`src/hdl/assert_macros.svh`:
```
// Assertion macros shared by the slot pool RTL.
`ifndef ASSERT_MACROS_SVH
`define ASSERT_MACROS_SVH

// Same-cycle implication, disabled during reset
`define GSP_ASSERT_NOW(label, clk, rst, ante, cons) \
   label: assert property (@(posedge clk) disable iff (rst) (ante) |-> (cons)) \
      else $error("assertion failed");

// Next-cycle implication, disabled during reset
`define GSP_ASSERT_NEXT(label, clk, rst, ante, cons) \
   label: assert property (@(posedge clk) disable iff (rst) (ante) |=> (cons)) \
      else $error("assertion failed");

`endif

```
`src/hdl/gsp_pkg.sv`:
```
// Shared types and constants of the generational slot pool.
package gsp_pkg;

   // Fixed field widths
   localparam int OP_W    = 3;
   localparam int IDX_W   = 6;
   localparam int GEN_W   = 32;
   localparam int STAT_W  = 2;
   localparam int CNT_W   = 2;
   localparam int CFG_W   = 7;

   // Hard limit on addressable slots
   localparam int INDEX_LIMIT = 64;

   // Operation codes
   localparam logic [OP_W-1:0] OP_ACQUIRE    = 3'd0;
   localparam logic [OP_W-1:0] OP_ATTACH     = 3'd1;
   localparam logic [OP_W-1:0] OP_TRY_ATTACH = 3'd2;
   localparam logic [OP_W-1:0] OP_DETACH     = 3'd3;
   localparam logic [OP_W-1:0] OP_READ_GEN   = 3'd4;

   // Status codes
   localparam logic [STAT_W-1:0] STAT_DONE      = 2'd0;
   localparam logic [STAT_W-1:0] STAT_REFUSED   = 2'd1;
   localparam logic [STAT_W-1:0] STAT_BAD_INDEX = 2'd2;
   localparam logic [STAT_W-1:0] STAT_COUNT     = 2'd3;

   localparam logic [CNT_W-1:0] COUNT_MAX = 2'd3;

   // slots_enabled after reset
   localparam logic [CFG_W-1:0] CFG_RESET = 7'd64;

   // Controller to datapath commands
   typedef struct packed {
      logic capture;   // latch request and read slot entry
      logic execute;   // update slot state and load response
   } ctrl_cmd_type;

endpackage

```
`src/hdl/gsp_ctrl.sv`:
```
// Controller state machine of the slot pool: sequences capture and execute.
`include "assert_macros.svh"

module gsp_ctrl
   import gsp_pkg::*;
(
   input  logic         clock,
   input  logic         reset,
   input  logic         req_valid,
   output logic         req_ready,
   output logic         rsp_valid,
   input  logic         rsp_ready,
   output ctrl_cmd_type cmd
);

   typedef enum logic {S_IDLE, S_EXEC} state_type;

   state_type state_ff, state_in;
   logic      rsp_valid_ff, rsp_valid_in;

   // Handshake and commands
   always_comb begin
      req_ready   = (state_ff == S_IDLE);
      cmd.capture = req_valid && req_ready;
      cmd.execute = (state_ff == S_EXEC) && (!rsp_valid_ff || rsp_ready);
   end

   // Next state; response slot frees on take, fills on execute
   always_comb begin
      state_in     = state_ff;
      rsp_valid_in = rsp_valid_ff && !rsp_ready;
      case (state_ff)
         S_IDLE: begin
            if (cmd.capture) begin
               state_in = S_EXEC;
            end
         end
         S_EXEC: begin
            if (cmd.execute) begin
               state_in     = S_IDLE;
               rsp_valid_in = 1'b1;
            end
         end
         default: begin
            state_in = S_IDLE;
         end
      endcase
   end

   always_ff @(posedge clock) begin
      if (reset) begin
         state_ff     <= S_IDLE;
         rsp_valid_ff <= 1'b0;
      end else begin
         state_ff     <= state_in;
         rsp_valid_ff <= rsp_valid_in;
      end
   end

   assign rsp_valid = rsp_valid_ff;

   `GSP_ASSERT_NEXT(a_capture_to_exec, clock, reset, cmd.capture, state_ff == S_EXEC)
   `GSP_ASSERT_NEXT(a_execute_fills_rsp, clock, reset, cmd.execute, rsp_valid_ff)

endmodule

```
`src/hdl/gsp_dpath.sv`:
```
// Datapath of the slot pool: busy flags, slot memory, free search and update.
`include "assert_macros.svh"

module gsp_dpath
   import gsp_pkg::*;
#(
   parameter int SLOT_COUNT = 64
)
(
   input  logic                clock,
   input  logic                reset,
   input  ctrl_cmd_type        cmd,
   input  logic                csr_write,
   input  logic [CFG_W-1:0]    csr_slots_enabled,
   input  logic [OP_W-1:0]     req_operation,
   input  logic [IDX_W-1:0]    req_slot_index,
   input  logic [GEN_W-1:0]    req_expected_generation,
   output logic [STAT_W-1:0]   rsp_status,
   output logic [IDX_W-1:0]    rsp_granted_index,
   output logic [GEN_W-1:0]    rsp_generation_out,
   output logic                rsp_slot_freed
);

   localparam int ADDR_W = (SLOT_COUNT > 1) ? $clog2(SLOT_COUNT) : 1;
   localparam logic [SLOT_COUNT-1:0] ONE_VEC = SLOT_COUNT'(1);

   // Configuration
   logic [CFG_W-1:0]  cfg_ff;
   logic [CFG_W-1:0]  active_n;

   // Slot state: busy flags and entry valid bits in flops, {count, gen} in memory
   logic [SLOT_COUNT-1:0]     busy_ff, busy_in;
   logic [SLOT_COUNT-1:0]     gen_valid_ff;
   logic [CNT_W+GEN_W-1:0]    slot_mem [SLOT_COUNT];

   // Captured request
   logic [OP_W-1:0]           op_ff;
   logic [GEN_W-1:0]          want_ff;
   logic [ADDR_W-1:0]         addr_ff;
   logic [IDX_W-1:0]          grant_ff;
   logic                      found_ff;
   logic                      idx_ok_ff;
   logic                      entry_valid_ff;
   logic [CNT_W+GEN_W-1:0]    entry_ff;

   // Free search
   logic [SLOT_COUNT-1:0]     en_mask;
   logic [SLOT_COUNT-1:0]     free_vec;
   logic [SLOT_COUNT-1:0]     lowest_free;
   logic [IDX_W-1:0]          grant_c;
   logic                      found_c;
   logic                      idx_ok_c;
   logic [ADDR_W-1:0]         addr_c;

   // Execute results
   logic [CNT_W-1:0]          cur_count;
   logic [GEN_W-1:0]          cur_gen;
   logic                      cur_busy;
   logic [STAT_W-1:0]         status_c;
   logic [IDX_W-1:0]          granted_c;
   logic [GEN_W-1:0]          gen_out_c;
   logic                      freed_c;
   logic                      wr_en_c;
   logic [CNT_W-1:0]          wr_count_c;
   logic [GEN_W-1:0]          wr_gen_c;
   logic                      set_busy_c;
   logic                      clr_busy_c;

   // Response registers
   logic [STAT_W-1:0]         status_ff;
   logic [IDX_W-1:0]          granted_ff;
   logic [GEN_W-1:0]          gen_out_ff;
   logic                      freed_ff;

   // Slots in use, clamped to the storage depth
   assign active_n = (cfg_ff > CFG_W'(SLOT_COUNT)) ? CFG_W'(SLOT_COUNT) : cfg_ff;

   always_ff @(posedge clock) begin
      if (reset) begin
         cfg_ff <= CFG_RESET;
      end else if (csr_write) begin
         cfg_ff <= csr_slots_enabled;
      end
   end

   // Lowest free enabled slot: isolate lowest set bit, then encode
   always_comb begin
      for (int i = 0; i < SLOT_COUNT; i++) begin
         en_mask[i] = (CFG_W'(i) < active_n);
      end
      free_vec    = ~busy_ff & en_mask;
      lowest_free = free_vec & (~free_vec + ONE_VEC);
      found_c     = |free_vec;
      grant_c     = '0;
      for (int i = 0; i < SLOT_COUNT; i++) begin
         grant_c = grant_c | (lowest_free[i] ? IDX_W'(i) : IDX_W'(0));
      end
   end

   assign idx_ok_c = ({1'b0, req_slot_index} < active_n);
   assign addr_c   = (req_operation == OP_ACQUIRE) ? grant_c[ADDR_W-1:0]
                                                   : req_slot_index[ADDR_W-1:0];

   // Capture request and read the slot entry
   always_ff @(posedge clock) begin
      if (cmd.capture) begin
         op_ff          <= req_operation;
         want_ff        <= req_expected_generation;
         addr_ff        <= addr_c;
         grant_ff       <= grant_c;
         found_ff       <= found_c;
         idx_ok_ff      <= idx_ok_c;
         entry_valid_ff <= gen_valid_ff[addr_c];
         entry_ff       <= slot_mem[addr_c];
      end
      if (cmd.execute && wr_en_c) begin
         slot_mem[addr_ff] <= {wr_count_c, wr_gen_c};
      end
   end

   // Entry that was never written reads as zero
   assign cur_count = entry_valid_ff ? entry_ff[CNT_W+GEN_W-1:GEN_W] : '0;
   assign cur_gen   = entry_valid_ff ? entry_ff[GEN_W-1:0] : '0;
   assign cur_busy  = busy_ff[addr_ff];

   // Operation decode and slot update
   always_comb begin
      status_c   = STAT_REFUSED;
      granted_c  = '0;
      gen_out_c  = '0;
      freed_c    = 1'b0;
      wr_en_c    = 1'b0;
      wr_count_c = cur_count;
      wr_gen_c   = cur_gen;
      set_busy_c = 1'b0;
      clr_busy_c = 1'b0;
      case (op_ff)
         OP_ACQUIRE: begin
            if (found_ff) begin
               status_c   = STAT_DONE;
               granted_c  = grant_ff;
               gen_out_c  = cur_gen + 1'b1;
               wr_en_c    = 1'b1;
               wr_count_c = '0;
               wr_gen_c   = cur_gen + 1'b1;
               set_busy_c = 1'b1;
            end
         end
         OP_ATTACH, OP_TRY_ATTACH, OP_DETACH, OP_READ_GEN: begin
            if (!idx_ok_ff) begin
               status_c = STAT_BAD_INDEX;
            end else begin
               gen_out_c = cur_gen;
               if (op_ff == OP_READ_GEN) begin
                  status_c = STAT_DONE;
               end else if (op_ff == OP_DETACH) begin
                  if (cur_count == '0) begin
                     status_c = STAT_COUNT;
                  end else begin
                     status_c   = STAT_DONE;
                     wr_en_c    = 1'b1;
                     wr_count_c = cur_count - 1'b1;
                     if (cur_count == CNT_W'(1)) begin
                        clr_busy_c = 1'b1;
                        freed_c    = 1'b1;
                     end
                  end
               end else if (op_ff == OP_TRY_ATTACH && (!cur_busy || cur_gen != want_ff)) begin
                  status_c = STAT_REFUSED;
               end else if (cur_count == COUNT_MAX) begin
                  status_c = STAT_COUNT;
               end else begin
                  status_c   = STAT_DONE;
                  wr_en_c    = 1'b1;
                  wr_count_c = cur_count + 1'b1;
               end
            end
         end
         default: begin
            status_c = STAT_REFUSED;
         end
      endcase
   end

   // Busy flag update
   always_comb begin
      busy_in = busy_ff;
      if (cmd.execute && set_busy_c) begin
         busy_in[addr_ff] = 1'b1;
      end
      if (cmd.execute && clr_busy_c) begin
         busy_in[addr_ff] = 1'b0;
      end
   end

   always_ff @(posedge clock) begin
      if (reset) begin
         busy_ff      <= '0;
         gen_valid_ff <= '0;
      end else begin
         busy_ff <= busy_in;
         if (cmd.execute && wr_en_c) begin
            gen_valid_ff[addr_ff] <= 1'b1;
         end
      end
   end

   // Response register
   always_ff @(posedge clock) begin
      if (cmd.execute) begin
         status_ff  <= status_c;
         granted_ff <= granted_c;
         gen_out_ff <= gen_out_c;
         freed_ff   <= freed_c;
      end
   end

   assign rsp_status         = status_ff;
   assign rsp_granted_index  = granted_ff;
   assign rsp_generation_out = gen_out_ff;
   assign rsp_slot_freed     = freed_ff;

   `GSP_ASSERT_NOW(a_acquire_takes_free, clock, reset, cmd.execute && op_ff == OP_ACQUIRE && found_ff, !busy_ff[addr_ff])
   `GSP_ASSERT_NEXT(a_write_marks_valid, clock, reset, cmd.execute && wr_en_c, gen_valid_ff[$past(addr_ff)])

endmodule

```
`src/hdl/generational_slot_pool_core.sv`:
```
// Generational slot pool: acquire, attach, try attach, detach and generation read.
// Each request transaction starts in the accept cycle: the lowest free slot is found
// by a priority encoder over the busy flags and the addressed slot entry is read from
// the slot memory into a register. Then, in the execute state, the entry is updated
// (read-modify-write of count and generation) and the result is loaded into the
// response register. A new request is accepted the cycle after the update, even while
// the previous response waits to be taken; a response still held stalls the update.
// Slot entries carry valid bits cleared by reset, so no clearing pass is run and the block
// is ready right after reset. The user must write the slots_enabled register through the csr
// port only while the block is idle; the block itself does not enforce this. Slot indexes at or above the
// smaller of slots_enabled, MAX_SLOTS and 64 are rejected as bad indexes.
module generational_slot_pool_core
   import gsp_pkg::*;
#(
   parameter int MAX_SLOTS = 64
)
(
   input  logic                clock,
   input  logic                reset,
   // configuration
   input  logic                csr_valid,
   output logic                csr_ready,
   input  logic [CFG_W-1:0]    csr_slots_enabled,
   // request
   input  logic                req_valid,
   output logic                req_ready,
   input  logic [OP_W-1:0]     req_operation,
   input  logic [IDX_W-1:0]    req_slot_index,
   input  logic [GEN_W-1:0]    req_expected_generation,
   // response
   output logic                rsp_valid,
   input  logic                rsp_ready,
   output logic [STAT_W-1:0]   rsp_status,
   output logic [IDX_W-1:0]    rsp_granted_index,
   output logic [GEN_W-1:0]    rsp_generation_out,
   output logic                rsp_slot_freed
);

   localparam int SLOT_COUNT = (MAX_SLOTS < INDEX_LIMIT) ? MAX_SLOTS : INDEX_LIMIT;

   ctrl_cmd_type cmd;

   // Register writes are always taken
   assign csr_ready = 1'b1;

   gsp_ctrl u_ctrl (
      .clock     (clock),
      .reset     (reset),
      .req_valid (req_valid),
      .req_ready (req_ready),
      .rsp_valid (rsp_valid),
      .rsp_ready (rsp_ready),
      .cmd       (cmd)
   );

   gsp_dpath #(
      .SLOT_COUNT (SLOT_COUNT)
   ) u_dpath (
      .clock                   (clock),
      .reset                   (reset),
      .cmd                     (cmd),
      .csr_write               (csr_valid && csr_ready),
      .csr_slots_enabled       (csr_slots_enabled),
      .req_operation           (req_operation),
      .req_slot_index          (req_slot_index),
      .req_expected_generation (req_expected_generation),
      .rsp_status              (rsp_status),
      .rsp_granted_index       (rsp_granted_index),
      .rsp_generation_out      (rsp_generation_out),
      .rsp_slot_freed          (rsp_slot_freed)
   );

endmodule

```
`config.mk`:
```
export PLATFORM = sky130hd
export DESIGN_NAME = generational_slot_pool_core
export DESIGN_NICKNAME = d
export VERILOG_FILES = /design/src/hdl/gsp_pkg.sv /design/src/hdl/gsp_ctrl.sv /design/src/hdl/gsp_dpath.sv /design/src/hdl/generational_slot_pool_core.sv
export VERILOG_INCLUDE_DIRS = /design/src /design/src/hdl
export SDC_FILE = /design/constraint.sdc
export NUM_CORES = 2
export LEC_CHECK = 0
export BUFFER_PORTS_ARGS = -buffer_cell sky130_fd_sc_hd__buf_4
export CELL_PAD_IN_SITES_DETAIL_PLACEMENT = 0
export CELL_PAD_IN_SITES_GLOBAL_PLACEMENT = 1
export CORE_MARGIN = 1
export CORE_UTILIZATION = 40
export CTS_CLUSTER_DIAMETER = 50
export CTS_CLUSTER_SIZE = 20
export DETAILED_ROUTE_END_ITERATION = 7
export GPL_ROUTABILITY_DRIVEN = 0
export GPL_TIMING_DRIVEN = 0
export PLACE_DENSITY_LB_ADDON = 0.1
export SKIP_CTS_REPAIR_TIMING = 1
export SLEW_MARGIN = 30
export SYNTH_ARGS = -nofsm -noshare
export SYNTH_HDL_FRONTEND = slang
export SYNTH_HIERARCHICAL = 1
export SYNTH_SLANG_ARGS = --single-unit
export TNS_END_PERCENT = 1
```
`constraint.sdc`:
```
create_clock -name clock -period 7.1 [get_ports clock]
set_input_delay 0.355 -clock clock [delete_from_list [all_inputs] [get_ports clock]]
set_output_delay 0.355 -clock clock [all_outputs]
set_load 0.01 [all_outputs]
```
==> summary.txt <==
Yosys
  • Net Count, Synth: 6206
  • Leading area contributor after synthesis: edfxtp_1
  • Number of synthesized flops with an enable pin: 2301
  • Ys async rst share: 0%
  • Cell Area, Synth: 98800 sq um
  • Mapped Cells: 6146
  • Top cell type's share of synthesized area: a little over two thirds
  • Seq cells post-synth: 2438
  • Distinct cell type count after synthesis: 101
  • Ys flop type: edfxtp_1
  • Synth area leaders: edfxtp_1, mux2i_1, o22ai_1
  • Synth Warn #: 6
  • Synthesized area per cell: 16.1 sq um
  • Sequential-to-total area share from yosys stat: 72.7%

GRT
  • Largest net degree at the start of global routing: 65
  • Vias in the first global route: 58000
  • First-pass GRT wire length: 454 mm
  • Initial antenna violation count: 20
  • GRT Util Overall: about a quarter
  • Congestion Overflow GR: 0

Placed design
  • Pre-CTS WS: -1460 ps
  • Post-DP HPWL: roughly 240 mm
  • # port buffers: 94

Setup path
  • WP buf/inv: 4
  • Crit path top cell by count: buf_2
  • R2R cell count: 18
  • Crit. End Element: flop
  • Critical R2R Capture: u_dpath/entry_ff[20]
  • Critical setup path kind: flop to flop
  • CP max FO: 10
  • Worst Path Arrival: 7770 ps
  • CP cell instances: buf_6, nor4_4, a21oi_1, or4_1, or4b_4, nor2_4, nand3_1, o31ai_1, a211oi_1, a31oi_2, buf_2, buf_2, buf_2, mux2i_1, o22ai_1, nor4_4, o22a_1, o221ai_2
  • R2R setup slack: -120 ps
  • Worst setup SP type: flop
  • Worst Path Required: about 7700 ps
  • Slowest CP cell: nor4_4
  • RR Startpoint: u_dpath/cfg_ff[2]
  • Worst path max stage delay: just under 700 ps
  • CP top delay family: simple AND/OR/NAND/NOR gates

Clock tree
  • CTS sink count: 2438
  • CTS tree: done
  • Worst-path clk slew: 80 ps
  • Max Root-Sink Buffers: 4
  • Root Driver: clkbuf_16
  • Clock H-tree levels: 5
  • Worst-Skew Late Latency: 930 ps
  • Total CTS buffers: between 200 and 300

Worst hold path
  • Worst hold start: csr_valid
  • Hold-critical path depth: 3
  • Type of the tightest min-delay check: input pin to flop
  • WHS Endpoint: u_dpath/cfg_ff[0]

Detailed routing
  • DRC errors left: 0
  • Total wire length: 330 mm
  • Routed wire per std cell: between 30 and 40 um
  • DRT Pass-1 Iters: 6
  • Vias per cell: 5.81
  • Via Count: ~61000
  • Post-DRT Antenna Nets: 0
  • Violation count after the first detailed-route iteration: between 7000 and 8000

Die
  • Die area: 249000 sq um
  • Die X: 499 um
  • Core Area: between 200000 and 250000 sq um
  • Starting Density: 40.2%
  • # rows: about 180
  • Die H: 499 um
  • Top Ports: 97

Pwr
  • Maximum VDD drop: 256 uV
  • Final Power: 33.6 mW
  • Pwr Density: 280 nW/um^2
  • Lkg Pwr: 42.1 nW

Layout
  • Nets@finish: between 7000 and 8000
  • Fill count: 20900
  • Layout area overhead: 21.5%
  • Seq. cell area: 71800 sq um
  • Area of the multi-input gates: ~27000 sq um
  • Share of cells above drive strength 1: 22.6%

Run status
  • Failing checks: negative setup slack
  • Status: finished, violations left

Timing
  • Final count of negative-setup-slack endpoints: 16
  • FMAX: 0.138 GHz
  • Worst Skew: between 60 and 70 ps
  • RSZ-0062 raised after global routing: yes
  • Slew margin rel.: 24.4%
  • Period utilization: 102%
  • Final Max Tran Viols: 0
  • Hold WS: 3.79 ps
  • Setup WS post-layout: -123 ps
  • Final min period: 7220 ps
  • Worst-margin pin slew: 1130 ps
  • Final hold vios: 0

Flow run
  • Max Cap Viol: 0
[Yosys cell counts (14+ instances only)]
| cell type | count |
|---|---|
| dfxtp_1 | 137 |
| o21ai_0 | 99 |
| or3_1 | 14 |
| buf_2 | 186 |
| o22ai_1 | 548 |
| a22oi_1 | 37 |
| o221ai_2 | 24 |
| nor2_1 | 240 |
| nand4_1 | 17 |
| nand3_1 | 65 |
| nor3_1 | 91 |
| a21oi_1 | 202 |
| edfxtp_1 | 2301 |
| nor4_2 | 27 |
| clkbuf_1 | 160 |
| o22a_1 | 35 |
| and3_1 | 17 |
| nor2b_1 | 16 |
| a211oi_1 | 83 |
| nor4_1 | 133 |
| nand2b_1 | 18 |
| nand2_1 | 111 |
| and2_1 | 23 |
| buf_1 | 15 |
| xnor2_1 | 30 |
| a31oi_1 | 25 |
| mux2i_1 | 1129 |
| o22ai_2 | 22 |
| buf_4 | 24 |
| nand3b_1 | 20 |
| inv_1 | 22 |
| buf_6 | 14 |
| or2_2 | 20 |
[cell usage in the layout (no fill, tap or decap), drive strengths merged, types with 20 or more instances in the layout]
cell	synthesis	final
edfxtp	2301	2301
mux2i	1129	1129
buf	248	800
o22ai	570	570
clkbuf	160	503
nor2	241	241
a21oi	204	204
nor4	161	161
dfxtp	137	137
nand2	112	112
o21ai	99	99
nor3	96	96
a211oi	84	84
clkinv	0	77
inv	23	75
nand3	68	68
dlygate4sd3	0	49
a22oi	37	37
o221ai	37	37
o22a	35	35
xnor2	30	30
a31oi	25	25
and2	24	24
bufinv	0	23
clkinvlp	0	20
or2	20	20
nand3b	20	20
[cell type report]
cell class                      count  area share [%]
Timing Repair Buffer              631            4.88
Sequential cell                  2438            59.8
Multi-Input combinational cell   3266            22.2
Buffer                            418            1.88
Tap cell                         3220            3.36
Clock inverter                    172            1.66
Antenna cell                       12          0.0250
Inverter                           23          0.0719
Clock buffer                      309            6.11
[logic make-up (layout without fill, tap and decap cells)]
kind of cell | Yosys count | in the layout | share of synthesized area, %
DFF | 2438 | 2438 | 72.7
AOI/OAI and AO/OA | 1213 | 1213 | 8.24
muxes | 1131 | 1131 | 11.5
and+or+nand+nor | 871 | 871 | 4.83
buffers and inverters | 442 | 1553 | 2.30
xor gates and xnor gates | 43 | 43 | 0.381
adders and majority gates | 7 | 7 | 0.0886
other | 1 | 13 | 0.00379
[where the power goes]
group,switching [mW],internal (mW),leakage (nW)
logic,2.07,0.947,15.3
registers,0.0701,15.9,22.3
clock network,6.15,8.48,4.53
total,8.29,25.3,42.1
[per-stage QoR]
step | std cells | setup TNS (ps) | area [sq um] | utilization, %
CTS | 10400 | -113610 | 118000 | 48.2
finish | 10500 | -848 | 120000 | 48.9
global placement | 9460 | - | 104000 | 42.1
floorplan | 6146 | 0 | 98800 | -
global route | 10500 | -709 | 120000 | 48.8
detailed placement | 9932 | -109750 | 109000 | 44.4
[flip-flops by register name, indices dropped and copies added, names as in the netlist, 2 cells and up]
name	flops
u_dpath/rsp_status	2
u_dpath/cfg_ff	7
u_dpath/op_ff	3
u_dpath/grant_ff	6
u_dpath/busy_ff	64
u_dpath/rsp_granted_index	6
u_dpath/gen_valid_ff	64
u_dpath/want_ff	32
u_dpath/slot_mem	2176
u_dpath/rsp_generation_out	32
u_dpath/entry_ff	34
u_dpath/addr_ff	6
[worst max path at each step]
stage,cells past startpoint,startpoint,slack [ps],end
floorplan,13,u_dpath/entry_valid_ff,200,u_dpath/slot_mem[0][12]
global placement,13,u_dpath/entry_valid_ff,-7370,u_dpath/slot_mem[38][12]
detailed placement,19,u_dpath/cfg_ff[0],-1460,u_dpath/entry_ff[16]
CTS,19,u_dpath/cfg_ff[0],-1470,u_dpath/entry_ff[11]
global route,18,u_dpath/cfg_ff[3],-80,u_dpath/entry_ff[18]
finish,18,u_dpath/cfg_ff[2],-120,u_dpath/entry_ff[20]
[layer usage]
metal | track usage, % | up-vias | wire length (um)
li1 | - | 26600 | -
met1 | 36.8 | 31500 | 145000
met2 | 40.9 | 2350 | 152000
met3 | 4.17 | 451 | 22900
met4 | 7.76 | 2 | 10500
met5 | 0 | - | 13
[worst register-to-register path, stage by stage, from the launching register on]
cell and delay, ps:
dfxtp_1 330, buf_6 170, nor4_4 680, a21oi_1 220, or4_1 620, or4b_4 600
nor2_4 250, nand3_1 120, o31ai_1 330, a211oi_1 130, a31oi_2 470, buf_2 260
buf_2 470, buf_2 440, mux2i_1 240, o22ai_1 190, nor4_4 510, o22a_1 470
o221ai_2 370
Power figures use the tool's default switching activity.
